===== src/sv/bae_queue.sv =====
`timescale 1ns / 1ps
module bae_queue #(
  parameter int W = 8
) (
  input  logic         clk,
  input  logic         rst_n,
  input  logic         wr_en,
  input  logic [W-1:0] wr_data,
  output logic         q_full,
  input  logic         rd_en,
  output logic [W-1:0] rd_data,
  output logic         q_empty
);
  localparam int DEPTH = 4;
  localparam int PTR_W = 2;

  logic [W-1:0]     mem_r [DEPTH];
  logic [PTR_W-1:0] wp_r, rp_r;
  logic [PTR_W:0]   cnt_r;

  assign q_full  = (cnt_r == (PTR_W+1)'(DEPTH));
  assign q_empty = (cnt_r == '0);
  assign rd_data = mem_r[rp_r];

  always_ff @(posedge clk) begin
    if (wr_en) begin
      mem_r[wp_r] <= wr_data;
    end
  end

  always_ff @(posedge clk) begin
    if (!rst_n) begin
      wp_r  <= '0;
      rp_r  <= '0;
      cnt_r <= '0;
    end else begin
      if (wr_en) wp_r <= wp_r + 1'b1;
      if (rd_en) rp_r <= rp_r + 1'b1;
      if (wr_en && !rd_en) cnt_r <= cnt_r + 1'b1;
      else if (rd_en && !wr_en) cnt_r <= cnt_r - 1'b1;
    end
  end
endmodule


===== config.mk =====
export PLATFORM = sky130hd
export DESIGN_NAME = bae_queue
export DESIGN_NICKNAME = d
export VERILOG_FILES = /design/src/sv/bae_queue.sv
export SDC_FILE = /design/constraint.sdc
export NUM_CORES = 1
export LEC_CHECK = 0
export BUFFER_PORTS_ARGS = -buffer_cell sky130_fd_sc_hd__buf_2
export CORE_MARGIN = 4
export CORE_UTILIZATION = 40
export CTS_BUF_LIST = sky130_fd_sc_hd__clkbuf_2
export CTS_CLUSTER_DIAMETER = 100
export CTS_CLUSTER_SIZE = 25
export DETAILED_ROUTE_END_ITERATION = 8
export HOLD_SLACK_MARGIN = 0.03
export PLACE_DENSITY = 0.68
export SETUP_SLACK_MARGIN = 0.4
export SKIP_CTS_REPAIR_TIMING = 1
export SLEW_MARGIN = 0
export SYNTH_ARGS = -nofsm -noshare
export SYNTH_HDL_FRONTEND = slang
export SYNTH_SLANG_ARGS = --single-unit

===== constraint.sdc =====
create_clock -name clk -period 2.8 [get_ports clk]
set_clock_uncertainty 0.15 [all_clocks]
set_input_delay 0.14 -clock clk [delete_from_list [all_inputs] [get_ports clk]]
set_output_delay 0.14 -clock clk [all_outputs]
set_load 0.05 [all_outputs]

**After elaboration in Yosys (flattened, before gate mapping)**

Memories as Yosys holds them, arrays and structs flattened. A register that Yosys moved wholly into a read port is not among the register bits.
Cells that the tools add are included.
W data, S select, Z words.

- Input bits: 12
- Register bits after elaboration: 7
- Memories: 1
- Logic and storage cells: 21
- Memory bits (writable): 32
- Output and inout port bits: 10

- $add $sub $neg: 4
- Reductions and logical operators: 6
- Muxes and demuxes: 6
- Eq/ne operators: 1

Memories:

| memory | words | width | read ports | clocked after Yosys merged registers in | wr ports | line | source |
|---|---|---|---|---|---|---|---|
| mem_r | 4 | 8 | 1 | 1 | 1 | 17 | `logic [W-1:0] mem_r [DEPTH];` |

Operator list:

| cell | count |
|---|---|
| $mux W3 | 2 |
| $add A2 B1 Y2 const B | 2 |
| $mux W2 | 2 |
| $add A3 B1 Y3 const B | 1 |
| $eq A3 B3 Y1 const B | 1 |
| $logic_not A3 Y1 | 1 |
| $sub A3 B1 Y3 const B | 1 |
| $logic_and A1 B1 Y1 | 2 |
| $logic_not A1 Y1 | 2 |
| $mux W1 | 2 |
| $reduce_bool A2 Y1 | 1 |

**Logic depth before layout (Yosys ltp)**

- Depth in word-level cells: 4
- Depth in mapped cells: 7
- Depth with buffers taken out: 7

**Worst setup path after synthesis**

OpenSTA, ideal clock, no wires.

- Path kind: register to output
- From: register cnt_r[1]
- To: output q_full
- Slack: 1.008 ns
- Arrival: 1.502 ns
- Buffers on the path: 0
- Stages on the path, launching flop included: 2
- Required time: 2.510 ns
- Path through: dfxtp_1 nor3b_1

- Longest elaborated chain between the ends: 1

Ends and longest elaborated chain:

| what | line | source |
|---|---|---|
| start, declared | 19 | `logic [PTR_W:0] cnt_r;` |
| start signal, assigned | 39 | `if (wr_en && !rd_en) cnt_r <= cnt_r + 1'b1;` |
| start signal, assigned | 40 | `else if (rd_en && !wr_en) cnt_r <= cnt_r - 1'b1;` |
| $eq A3 B3 Y1 | 21 | `assign q_full = (cnt_r == (PTR_W+1)'(DEPTH));` |
| end, declared | 9 | `output logic q_full,` |

No other way between the ends.

==> results_dict.tcl <==
set metrics [dict create \
    gp_congestion 0.6569 \
    setup_viol 0 \
    io_pins 22 \
    beginning_of_the_worst_register_to_register_path "cnt_r[0]$_SDFFE_PN0P_" \
    drt_pre_antenna_iters 4 \
    layout.nets 140 \
    path_buf_inv 1 \
    hold_path.class "in2reg" \
    grt_use_total_pct 10.35 \
    std_cell_rows 22 \
    synth_edf_count 32 \
    synth_area_leader_cell "sky130_fd_sc_hd__edfxtp_1" \
    grt_setup_unrepaired "no" \
    timing_worst_slew_pin_value_ns 0.4423 \
    outcome "completed" \
    cts_buffers 5 \
    postRouteWirelength_um 2435 \
    drv.max_cap_violation_count 0 \
    sw_frac_of_total_pct 29.47 \
    reg2regPathDepth 4 \
    timing.rr.end "cnt_r[2]$_SDFFE_PN0P_" \
    gr-total-overflow 0 \
    synth.top_cells.by_area "sky130_fd_sc_hd__edfxtp_1 60%, sky130_fd_sc_hd__dfxtp_1 11%, sky130_fd_sc_hd__mux4_2 11%, sky130_fd_sc_hd__ha_1 3.9%, sky130_fd_sc_hd__and2_1 3.5%" \
    ys.flop_type "sky130_fd_sc_hd__edfxtp_1" \
    area.growth.synth_to_final_pct 18.81 \
    switching_pwr_mw 0.3529 \
    internal-power_mw 0.8447 \
    detailedPlace.worstSlack_ns 0.9712 \
    final_hold_viol_count 0 \
    max_clock_freq_ghz 0.4967 \
    clock_latency_ns 0.36 \
    worst_ep_arrival_time_ns 1.72 \
    area_after_dpl_mm2 0.001752 \
    post_synth_num_cell_types 19 \
    die_h_um 71.30 \
    placeableCoreArea_mm2 0.003771 \
    dieWidth_um 71.30 \
    synth_top_cell_area_share_pct 59.95 \
    clock_power_share_pct 20.2 \
    clock_tree_from_tritoncts "built" \
    mappedNetlistNets 103 \
    synth-seq-cells 41 \
    seq_power_share_pct 60.5 \
    report.power.total_mw 1.198 \
    slowest_stage_delay_on_critical_path_ns 0.56 \
    syn_avg_cell_area_um2 18.86 \
    die-area_mm2 0.005084 \
    syn-cell-area_mm2 0.001603 \
    grt_pass1_vias 804 \
    slew_headroom_pct 70.47 \
    initial_antenna_violation_count 0 \
    cts.clk_slew.worst_paths_ns 0.21 \
    final.setup.tns_ns 0 \
    hold_wc_startpoint "wr_data[5]" \
    viasPerCell 4.661 \
    yosysWarningCount 0 \
    synth_seq_area_share_pct 71.19 \
    ant_nets 0 \
    insertedDiodeCount 0 \
    final_max_slew_viol_count 0 \
    crit_required_ns 2.51 \
    synth_async_sr_flop_share_pct 0 \
    final_min_period_over_clock_period_pct 71.90 \
    crit_path_top_delay_cell "sky130_fd_sc_hd__dfxtp_2" \
    met2RoutedLength_um 1162 \
    setup.reg_to_reg.worst_slack_ns 1.15 \
    end_point_of_the_worst_hold_path "mem_r[3][5]$_DFFE_PP_" \
    number_of_remaining_drc_errors 0 \
    timing_worst_setup_path_type "reg2out" \
    worst_setup_path_end_kind "output port" \
    met3WireLength_um 148 \
    cts_max_path_buffers 2 \
    worst-path-max-fanout 8 \
    whs_path_depth 2 \
    drive_above_1_share_pct 30.08 \
    yosys.cell_count.top_type "sky130_fd_sc_hd__edfxtp_1" \
    top_layer "met4" \
    dp_hpwl_um 1672 \
    detailedRoute.firstIterationViolations 67 \
    clkSinkCount 41 \
    critical_path_cell_list "mux4_2 > buf_2" \
    route.layer.met1.wl_um 1094 \
    clock_tree.htree_level_count 2 \
    pwr-share-comb_pct 19.3 \
    grt_first_pass_wirelength_um 3939 \
    buffer_ports.inserted 21 \
    routed-via-count 797 \
    grt_start_max_net_pins 14 \
    min_period_ns 2.013 \
    worst_slack_ns 0.7868 \
    irDropWorstVdd_uv 239.9 \
    leakage_nw 0.6974 \
    layout.cell_area.non_filler_mm2 0.001904 \
    synthTopCellsByCount "32 x sky130_fd_sc_hd__edfxtp_1, 9 x sky130_fd_sc_hd__and2_1, 9 x sky130_fd_sc_hd__dfxtp_1" \
    clk_root_buffer_cell "sky130_fd_sc_hd__clkbuf_2" \
    power_density_mw_per_mm2 628.9 \
    initial_utilization_pct 42.50 \
    avgRoutedWirePerCell_um 14.24 \
    timing.critical_path.from_type "register" \
    critical-path-top-delay-family "flip-flops" \
    syn_inst 85 \
    number_of_filler_instances_in_the_final_layout 329 \
]
how the worst max path moves through the flow:
stage                     startpoint          to  cells past startpoint  slack [ns]
6_report                    register  rd_data[5]                      2        0.79
5_1_grt                     register  rd_data[6]                      2        0.63
4_1_cts                     register  rd_data[6]                      2        0.50
3_5_place_dp                register  rd_data[6]                      2        0.97
3_3_place_gp                register  rd_data[5]                      2        1.03
2_1_floorplan  cnt_r[1]$_SDFFE_PN0P_      q_full                      1        1.01
flip-flops by register name (all words and copies together) (netlist names), named ones only:
signal and cells:
mem_r 32, cnt_r 3, rp_r 2, wp_r 2
layout by cell type (no fill, tap or decap), drive strengths merged:
cell type,synthesis,routed
a21boi,1,1
edfxtp,32,32
mux4,8,8
inv,4,4
buf,1,21
ha,5,5
dfxtp,9,9
mux2i,2,2
clkinv,0,1
fa,1,1
clkbuf,1,6
xnor2,2,2
dlygate4sd3,0,11
nor2b,2,2
nand2,1,1
o21ai,1,1
clkinvlp,0,1
and2,9,9
nor3,1,1
xor2,3,3
nor3b,1,1
or3,1,1
power by group through the flow:
stage               sequential (mW)  combinational (mW)  clock, mW
floorplan                     0.723               0.185          0
finish                        0.724               0.231      0.242
CTS                           0.725               0.223      0.250
detailed placement            0.739               0.223          0
global placement              0.736               0.217          0
global route                  0.731               0.251      0.283
layer usage:
metal,track usage [%],up-vias
met1,13.03,379
met4,5.637,0
met3,4.067,4
met5,0,-
met2,15.31,22
li1,-,392
cells by family (layout without fill, tap and decap cells):
| logic type | count (synthesis) | count (layout) | synth area share (%) |
|---|---|---|---|
| multiplexers | 10 | 10 | 12.49 |
| XOR/XNOR | 5 | 5 | 2.733 |
| AND/OR/NAND/NOR | 15 | 15 | 5.698 |
| buffers and inverters | 6 | 44 | 1.951 |
| adder cells (fa/ha/maj) | 6 | 6 | 5.152 |
| flip-flops | 41 | 41 | 71.19 |
| AO/OA/AOI/OAI | 2 | 2 | 0.7805 |
per-stage QoR:
| stage | hold WS [ns] | instances | util [%] |
|---|---|---|---|
| floorplan | 0.08887 | 85 | - |
| global placement | 0.1997 | 152 | 46.45 |
| detailed placement | 0.2102 | 152 | 46.45 |
| CTS | -0.2235 | 160 | 47.54 |
| global route | 0.3114 | 171 | 50.50 |
| finish | 0.3312 | 171 | 50.50 |
layout make-up:
class | count | area (µm²) | area share (%)
Tap cell | 48 | 60.06 | 3.154
Clock buffer | 6 | 30.03 | 1.577
Inverter | 4 | 15.01 | 0.7884
Multi-Input combinational cell | 38 | 430.4 | 22.60
Timing Repair Buffer | 32 | 215.2 | 11.30
Sequential cell | 41 | 1142 | 59.99
Clock inverter | 2 | 11.26 | 0.5913
worst register-to-register path, cell delays in order (launching register included):
cell                       delay, ns
sky130_fd_sc_hd__dfxtp_1        0.40
sky130_fd_sc_hd__fa_1           0.44
sky130_fd_sc_hd__xor2_1         0.17
sky130_fd_sc_hd__or3_1          0.31
sky130_fd_sc_hd__a21boi_1       0.14
(Power assumes the default switching activity.)
