--- src/sv/bae_pkg.sv ---
`timescale 1ns / 1ps
package bae_pkg;
  localparam int TRT_W = 16;  // treatment weight, Q8.8
  localparam int OUTC_W = 32; // outcome, Q16.16
  localparam int LBL_W = 16;  // confounder label
  localparam int EFF_W = 32;  // effect, Q16.16
  localparam int SU_W = 5;    // strata count on the result port
  localparam int WOS_W = 64;  // weighted outcome sum, Q40.24
  localparam int DVD_W = 64;  // divider dividend magnitude
endpackage

--- src/sv/bae_front.sv ---
`timescale 1ns / 1ps
module bae_front #(
  parameter int MAX_STRATA = 16,
  parameter int MAX_SAMPLES = 65536,
  parameter int SLOT_W = 4,
  parameter int USED_W = 5,
  parameter int CNT_W = 17
) (
  input  logic                     clk,
  input  logic                     rst_n,
  input  logic                     accept,
  input  logic [bae_pkg::LBL_W-1:0] stratum,
  input  logic                     last,
  output logic                     e_push,
  output logic [SLOT_W-1:0]        e_slot,
  output logic                     e_new,
  output logic                     e_upd,
  output logic [USED_W-1:0]        e_used,
  output logic                     e_ovf,
  output logic [CNT_W-1:0]         e_total
);
  logic [bae_pkg::LBL_W-1:0] lbl_r [MAX_STRATA];
  logic [MAX_STRATA-1:0]     vld_r;
  logic [USED_W-1:0]         used_r;
  logic [CNT_W-1:0]          total_r;
  logic                      ovf_r;

  logic              hit, cap, room, alloc;
  logic [SLOT_W-1:0] hit_idx;

  // labels are unique, so OR-ing the matching indices gives the match
  always_comb begin
    hit     = 1'b0;
    hit_idx = '0;
    for (int i = 0; i < MAX_STRATA; i++) begin
      if (vld_r[i] && lbl_r[i] == stratum) begin
        hit     = 1'b1;
        hit_idx = hit_idx | SLOT_W'(i);
      end
    end
  end

  assign cap   = (total_r >= CNT_W'(MAX_SAMPLES));
  assign room  = (used_r < USED_W'(MAX_STRATA));
  assign alloc = !cap && !hit && room;
  assign e_upd = !cap && (hit || room);
  assign e_new = alloc;
  // free entries fill from index zero upward, so the next free one is the count
  assign e_slot  = hit ? hit_idx : used_r[SLOT_W-1:0];
  assign e_used  = used_r + USED_W'(alloc);
  assign e_total = total_r + CNT_W'(e_upd);
  assign e_ovf   = ovf_r | (!cap && !hit && !room);
  assign e_push  = accept && (e_upd || last);

  always_ff @(posedge clk) begin
    if (accept && alloc) begin
      lbl_r[used_r[SLOT_W-1:0]] <= stratum;
    end
  end

  always_ff @(posedge clk) begin
    if (!rst_n) begin
      vld_r   <= '0;
      used_r  <= '0;
      total_r <= '0;
      ovf_r   <= 1'b0;
    end else if (accept) begin
      if (last) begin
        vld_r   <= '0;
        used_r  <= '0;
        total_r <= '0;
        ovf_r   <= 1'b0;
      end else begin
        if (alloc) vld_r[used_r[SLOT_W-1:0]] <= 1'b1;
        used_r  <= e_used;
        total_r <= e_total;
        ovf_r   <= e_ovf;
      end
    end
  end
endmodule

--- config.mk ---
export PLATFORM = sky130hd
export DESIGN_NAME = bae_front
export DESIGN_NICKNAME = d
export VERILOG_FILES = /design/src/sv/bae_pkg.sv /design/src/sv/bae_front.sv
export SDC_FILE = /design/constraint.sdc
export NUM_CORES = 1
export LEC_CHECK = 0
export ABC_CLOCK_PERIOD_IN_PS = 4580
export BUFFER_PORTS_ARGS = -buffer_cell sky130_fd_sc_hd__buf_2
export CAP_MARGIN = 20
export CORE_AREA = 2 2 175 177
export DETAILED_ROUTE_END_ITERATION = 16
export DIE_AREA = 0 0 177 179
export GPL_TIMING_DRIVEN = 1
export PLACE_DENSITY = 0.59
export REMOVE_ABC_BUFFERS = 1
export SYNTH_ARGS = -nofsm -noshare
export SYNTH_HDL_FRONTEND = slang
export SYNTH_SLANG_ARGS = --single-unit
--- constraint.sdc ---
create_clock -name clk -period 4.58 [get_ports clk]
set_input_delay 0.458 -clock clk [delete_from_list [all_inputs] [get_ports clk]]
set_output_delay 0.458 -clock clk [all_outputs]
set_load 0.02 [all_outputs]
# --- Word level (Yosys, flattened, before mapping) ---
# Memories as Yosys holds them, arrays and structs flattened.
# Cells that the tools add are included.
classes:
  addsub: 2
  magnitude_cmp: 4
  n_eq_ne: 16
  mux: 41
  bitwise_logic: 2
  n_reduce_logical: 30
op_table:
  columns: ["operator", "n"]
  rows:
  - ["== test 16 bit", 16]
  - ["two-way mux 4 bit", 9]
  - ["two-way mux 16 bit", 2]
  - ["logical AND 1 bit", 23]
  - ["two-way mux 1 bit", 21]
  - ["adder 17 x 1 -> 17 bit", 1]
  - ["greater-or-equal comparator 17 bit, second input constant", 1]
  - ["two-way mux 17 bit", 1]
  - ["bitwise OR 16 bit", 1]
  - ["two-way mux 3 bit", 4]
  - ["adder 5 x 1 -> 5 bit", 1]
  - ["less-than comparator 4 x 5 -> 1 bit, second input constant", 1]
  - ["less-than comparator 5 bit, second input constant", 1]
  - ["two-way mux 5 bit", 1]
  - ["demux 1 bit (select 4 bit)", 1]
  - ["greater-or-equal comparator 4 x 1 -> 1 bit, second input constant", 1]
  - ["two-way mux 2 bit", 2]
  - ["logical NOT 1 bit", 3]
  - ["logical OR 1 bit", 2]
  - ["AND reduction 2 bit", 1]
  - ["nonzero test 2 bit", 1]
  - ["bitwise OR 1 bit", 1]
word_totals:
  regBits: 39
  mem_bits_rw: 256
  out_inout_bits: 30
  word_cells: 100
  memories: 1
memory_table:
  columns: ["memory", "words", "word_bits", "read_ports", "rd_ports_with_merged_regs", "write_ports", "line_no", "source"]
  rows:
  - ["lbl_r", 16, 16, 16, 0, 1, "bae_front.sv:22", "logic [bae_pkg::LBL_W-1:0] lbl_r [MAX_STRATA];"]

# --- Longest topological paths before layout ---
# An unclocked memory read counts as a cell.
depth:
  ltp_word: 25
  mapped_depth: 20
  mapped_depth_nobuf: 16

# --- Worst setup path before layout ---
# No wires, ideal clock.
synth_timing:
  path_type: "input port to output port"
  start: "input stratum[15] (netlist name)"
  end: "output e_total[16]"
  arrival_time_ns: 4.089
  t_required_ns: 4.122
  setup_slack_ns: 0.033
  path_stages: 18
  n_path_buf: 3
  path_cell_list: "buf_6 xor2_1 nor4_1 nand4_1 or4_1 and4_4 nand4_4 buf_4 o21ba_2 ha_1 ha_1 nand3_2 nor3_2 and3_1 and3_1 buf_2 nand3_1 xnor2_1"
synth_between:
  elab_chain_len: 21
synth_rtl:
  columns: ["element", "line_no", "source"]
  rows:
  - ["start: declaration", "bae_front.sv:12", "input logic [bae_pkg::LBL_W-1:0] stratum,"]
  - ["== test 16 bit", "bae_front.sv:36", "if (vld_r[i] && lbl_r[i] == stratum) begin"]
  - ["logical AND 1 bit", "bae_front.sv:36", null]
  - ["two-way mux 1 bit (15 in a row)", "bae_front.sv:36", null]
  - ["two-way mux 1 bit *", "bae_front.sv:36", null]
  - ["logical OR 1 bit *", "bae_front.sv:46", "assign e_upd = !cap && (hit || room);"]
  - ["logical AND 1 bit *", "bae_front.sv:46", null]
  - ["net e_upd", "bae_front.sv:17", "output logic e_upd,"]
  - ["adder 17 x 1 -> 17 bit *", "bae_front.sv:51", "assign e_total = total_r + CNT_W'(e_upd);"]
  - ["end: declaration", "bae_front.sv:20", "output logic [CNT_W-1:0] e_total"]
# Mark *: on every way through the listed nets, which the timed path passes. The rest lies on a longest branch.

==> flow_summary.json <==
{
  "num_antenna_cells": 0,
  "grt_util_all_layers_pct": 18.32,
  "numClockSinks": 295,
  "crit_fanout": 5,
  "antenna_found_initial": 0,
  "wl_per_cell_um": 19.43,
  "drv_slew": 0,
  "cts_inserted_buffers": 30,
  "rsz0062_at_grt": "true",
  "finalNonFillerCells": 1455,
  "synthXorXnorAreaFrac_pct": 18.23,
  "start_kind": "flop",
  "setup_violations": 0,
  "hold_buffers": 0,
  "grt_max_degree": 39,
  "first_pass_iters": 4,
  "clock_path_buffers": 3,
  "dpl_cell_area_um2": 14160,
  "final_cell_area_um2": 15260,
  "synth-seq-cells": 295,
  "path_buf_inv": 2,
  "drv_cap": 0,
  "vias": 7466,
  "synth_mux_area_share_pct": 0.2281,
  "required_ns": 4.12,
  "place.port_buffers": 49,
  "dp_cells": 1398,
  "end_kind": "output pin",
  "p_switching_mw": 1.176,
  "grt-ovfl-total": 0,
  "cts_root_buf": "clkbuf_16",
  "cts_tree": "yes",
  "async_flop_share_pct": 0,
  "syn_area_per_cell_um2": 13.87,
  "critPathMostFrequentCell": "and3_4",
  "wirelength_um": 28270,
  "clk_latency_ns": 0.54,
  "final_nets": 1059,
  "synth_commonest_cells": "edfxtp_1 (256), xnor2_1 (193), xor2_1 (81)",
  "dp_hpwl_um": 17520,
  "drt_iter0_markers": 586,
  "comb_power_share_pct": 6.0,
  "finalHoldViolCount": 0,
  "worstPathArrival_ns": 3.95,
  "outcome": "finished, final reports clean",
  "path_delay_family": "simple AND/OR/NAND/NOR gates",
  "critPathKind": "flop to output pin",
  "yosys.area.top_type": "edfxtp_1",
  "routed_via_density": 5.131,
  "synth_edf_count": 256,
  "drc": 0,
  "hold_path.class": "primary input to flop",
  "seqCellArea_um2": 8468,
  "area_growth_pct": 15.91,
  "relSlewSlack_pct": 47.09,
  "die_h_um": 179,
  "die_w_um": 177,
  "yosysMostFrequentCell": "edfxtp_1",
  "n_fill_cell": 2574,
  "path_clk_slew_ns": 0.06,
  "grt_pass1_vias": 7465,
  "critPathSlowestCell": "or4_4",
  "crit_chain": "xor2_1 -> nor4_2 -> buf_4 -> nand4_1 -> or4_4 -> and4_4 -> nand4_4 -> o21ba_4 -> ha_4 -> and3_4 -> and4_4 -> and3_4 -> and3_4 -> nand3_4 -> xnor2_2 -> buf_4",
  "clock_skew_ns": 0.01457,
  "yosysTopAreaCellShare_pct": 58.40,
  "synth_ff_type": "edfxtp_1",
  "tightest_slew_ns": 0.7936,
  "powerDensity_nw_per_um2": 371.2,
  "ir_worst_vdd_mv": 0.2678,
  "cts_htree_levels": 1,
  "hold_slack_ns": 0.2703,
  "start_util_pct": 43.84,
  "grt_pass1_wl_um": 44370,
  "synthTopCellsByArea": "edfxtp_1 (58%), xnor2_1 (13%), dfxtp_1 (5.9%)",
  "synth_cell_types": 50,
  "syn-cell-area_um2": 13160,
  "rows": 64,
  "die-area_um2": 31680,
  "p_int_mw": 4.488,
  "multi_input_area_um2": 4427,
  "place.gp.congestion": 0.8622,
  "num_io_pins": 50,
  "min_period_ns": 4.404,
  "max_stage_delay_ns": 0.46,
  "fin_setup_tns_ns": 0,
  "seq_power_share_pct": 52.0,
  "coreArea_um2": 30030,
  "synth-compound-area-share_pct": 3.830,
  "max_freq_ghz": 0.2271,
  "synth_fa_ha_area_share_pct": 0.3802,
  "final_layout_size_suffix_gt1_share_pct": 16.81,
  "swShare_pct": 20.77,
  "period_share_pct": 96.16,
  "synth_top_family_by_area": "XOR/XNOR gates",
  "yosys_warnings": 0,
  "p_leak_nw": 5.105,
  "ys_seq_area_share_pct": 64.33,
  "synth_simple_gate_area_share_pct": 9.942,
  "synthCells": 949,
  "detail-route-antenna-nets": 0,
  "power_frac_clock_pct": 42.0
}
==> power groups by stage <==
| stage | logic [mW] | clock network, mW | registers (mW) |
|---|---|---|---|
| floorplan | 0.146 | 0 | 3.00 |
| global placement | 0.343 | 0 | 3.00 |
| finish | 0.341 | 2.38 | 2.94 |
| CTS | 0.347 | 2.43 | 2.94 |
| detailed placement | 0.345 | 0 | 3.00 |
| global route | 0.374 | 2.54 | 2.94 |
==> sequential cells by signal, summed over array words and instances (netlist names) <==
signal and count:
lbl_r 256, ovf_r 1, total_r 17, used_r 5, vld_r 16
==> cells in the final DEF (no fill, tap or decap), types with 3 or more instances in the layout <==
cell and n:
edfxtp_1 256, xnor2_1 191, nand3_1 31, a22oi_1 18
inv_1 5, dfxtp_1 39, o31ai_1 13, and3_4 5
nor2_1 29, xor2_1 81, and2_1 9, buf_12 14
nand2_1 42, or3_1 3, and3_1 14, nand4_1 38
o41ai_1 4, nor2b_1 18, clkbuf_8 4, nor4_1 17
buf_4 48, nor3_1 18, clkinv_2 4, nor3_2 4
clkbuf_16 31, a31oi_1 4, nand2b_1 3, o21ai_0 17
buf_2 46, clkbuf_1 13
==> through the flow <==
stage               util (%)  power (mW)  worst slack, ns
floorplan                  -       3.147           0.1156
global placement       47.13       3.344           0.1075
detailed placement     47.16       3.347          0.07081
CTS                    50.45       5.720          0.03299
global route           50.81       5.854         -0.06786
finish                 50.81       5.664           0.1760
==> final cells by class <==
type	count	area share, %
clock buffer	48	5.765
clock inverter	8	0.5740
inverter	5	0.1230
multi-input combinational	594	29.01
sequential	295	55.50
tap	396	3.247
timing repair buffer	109	5.781
==> final timing paths <==
path | from | end | slack (ns) | cells past startpoint
max | lbl_r[9][15]$_DFFE_PP_ | e_total[15] | 0.18 | 16
min | stratum[1] | lbl_r[0][1]$_DFFE_PP_ | 0.27 | 1
max reg2reg | lbl_r[9][15]$_DFFE_PP_ | total_r[15]$_SDFFE_PN0P_ | 0.90 | 16
min reg2reg | vld_r[4]$_SDFFE_PN0P_ | vld_r[4]$_SDFFE_PN0P_ | 0.45 | 2
==> per-layer routing <==
layer  track usage, %  share of wire, %  vias up
li1                 -                 -     3591
met1            26.02                47     3719
met2            30.19                47      134
met4            2.961              0.92        0
met5                0                 0        -
met3            2.969               4.4       22
==> cells by family after synthesis <==
kind of cell             count (synthesis)
AO/OA/AOI/OAI                           71
XOR/XNOR                               274
adder cells (fa/ha/maj)                  4
buffers and inverters                   60
flip-flops                             295
multiplexers                             2
AND/OR/NAND/NOR                        243
==> what timing repair did <==
| item | 4_1_cts | 5_1_grt |
|---|---|---|
| gates resized for setup | 4 | 20 |
| pin swaps | 5 | 1 |
| setup endpoints to repair | 3 | 7 |
| setup buffers | 1 | 0 |
Power figures use the tool's default switching activity.
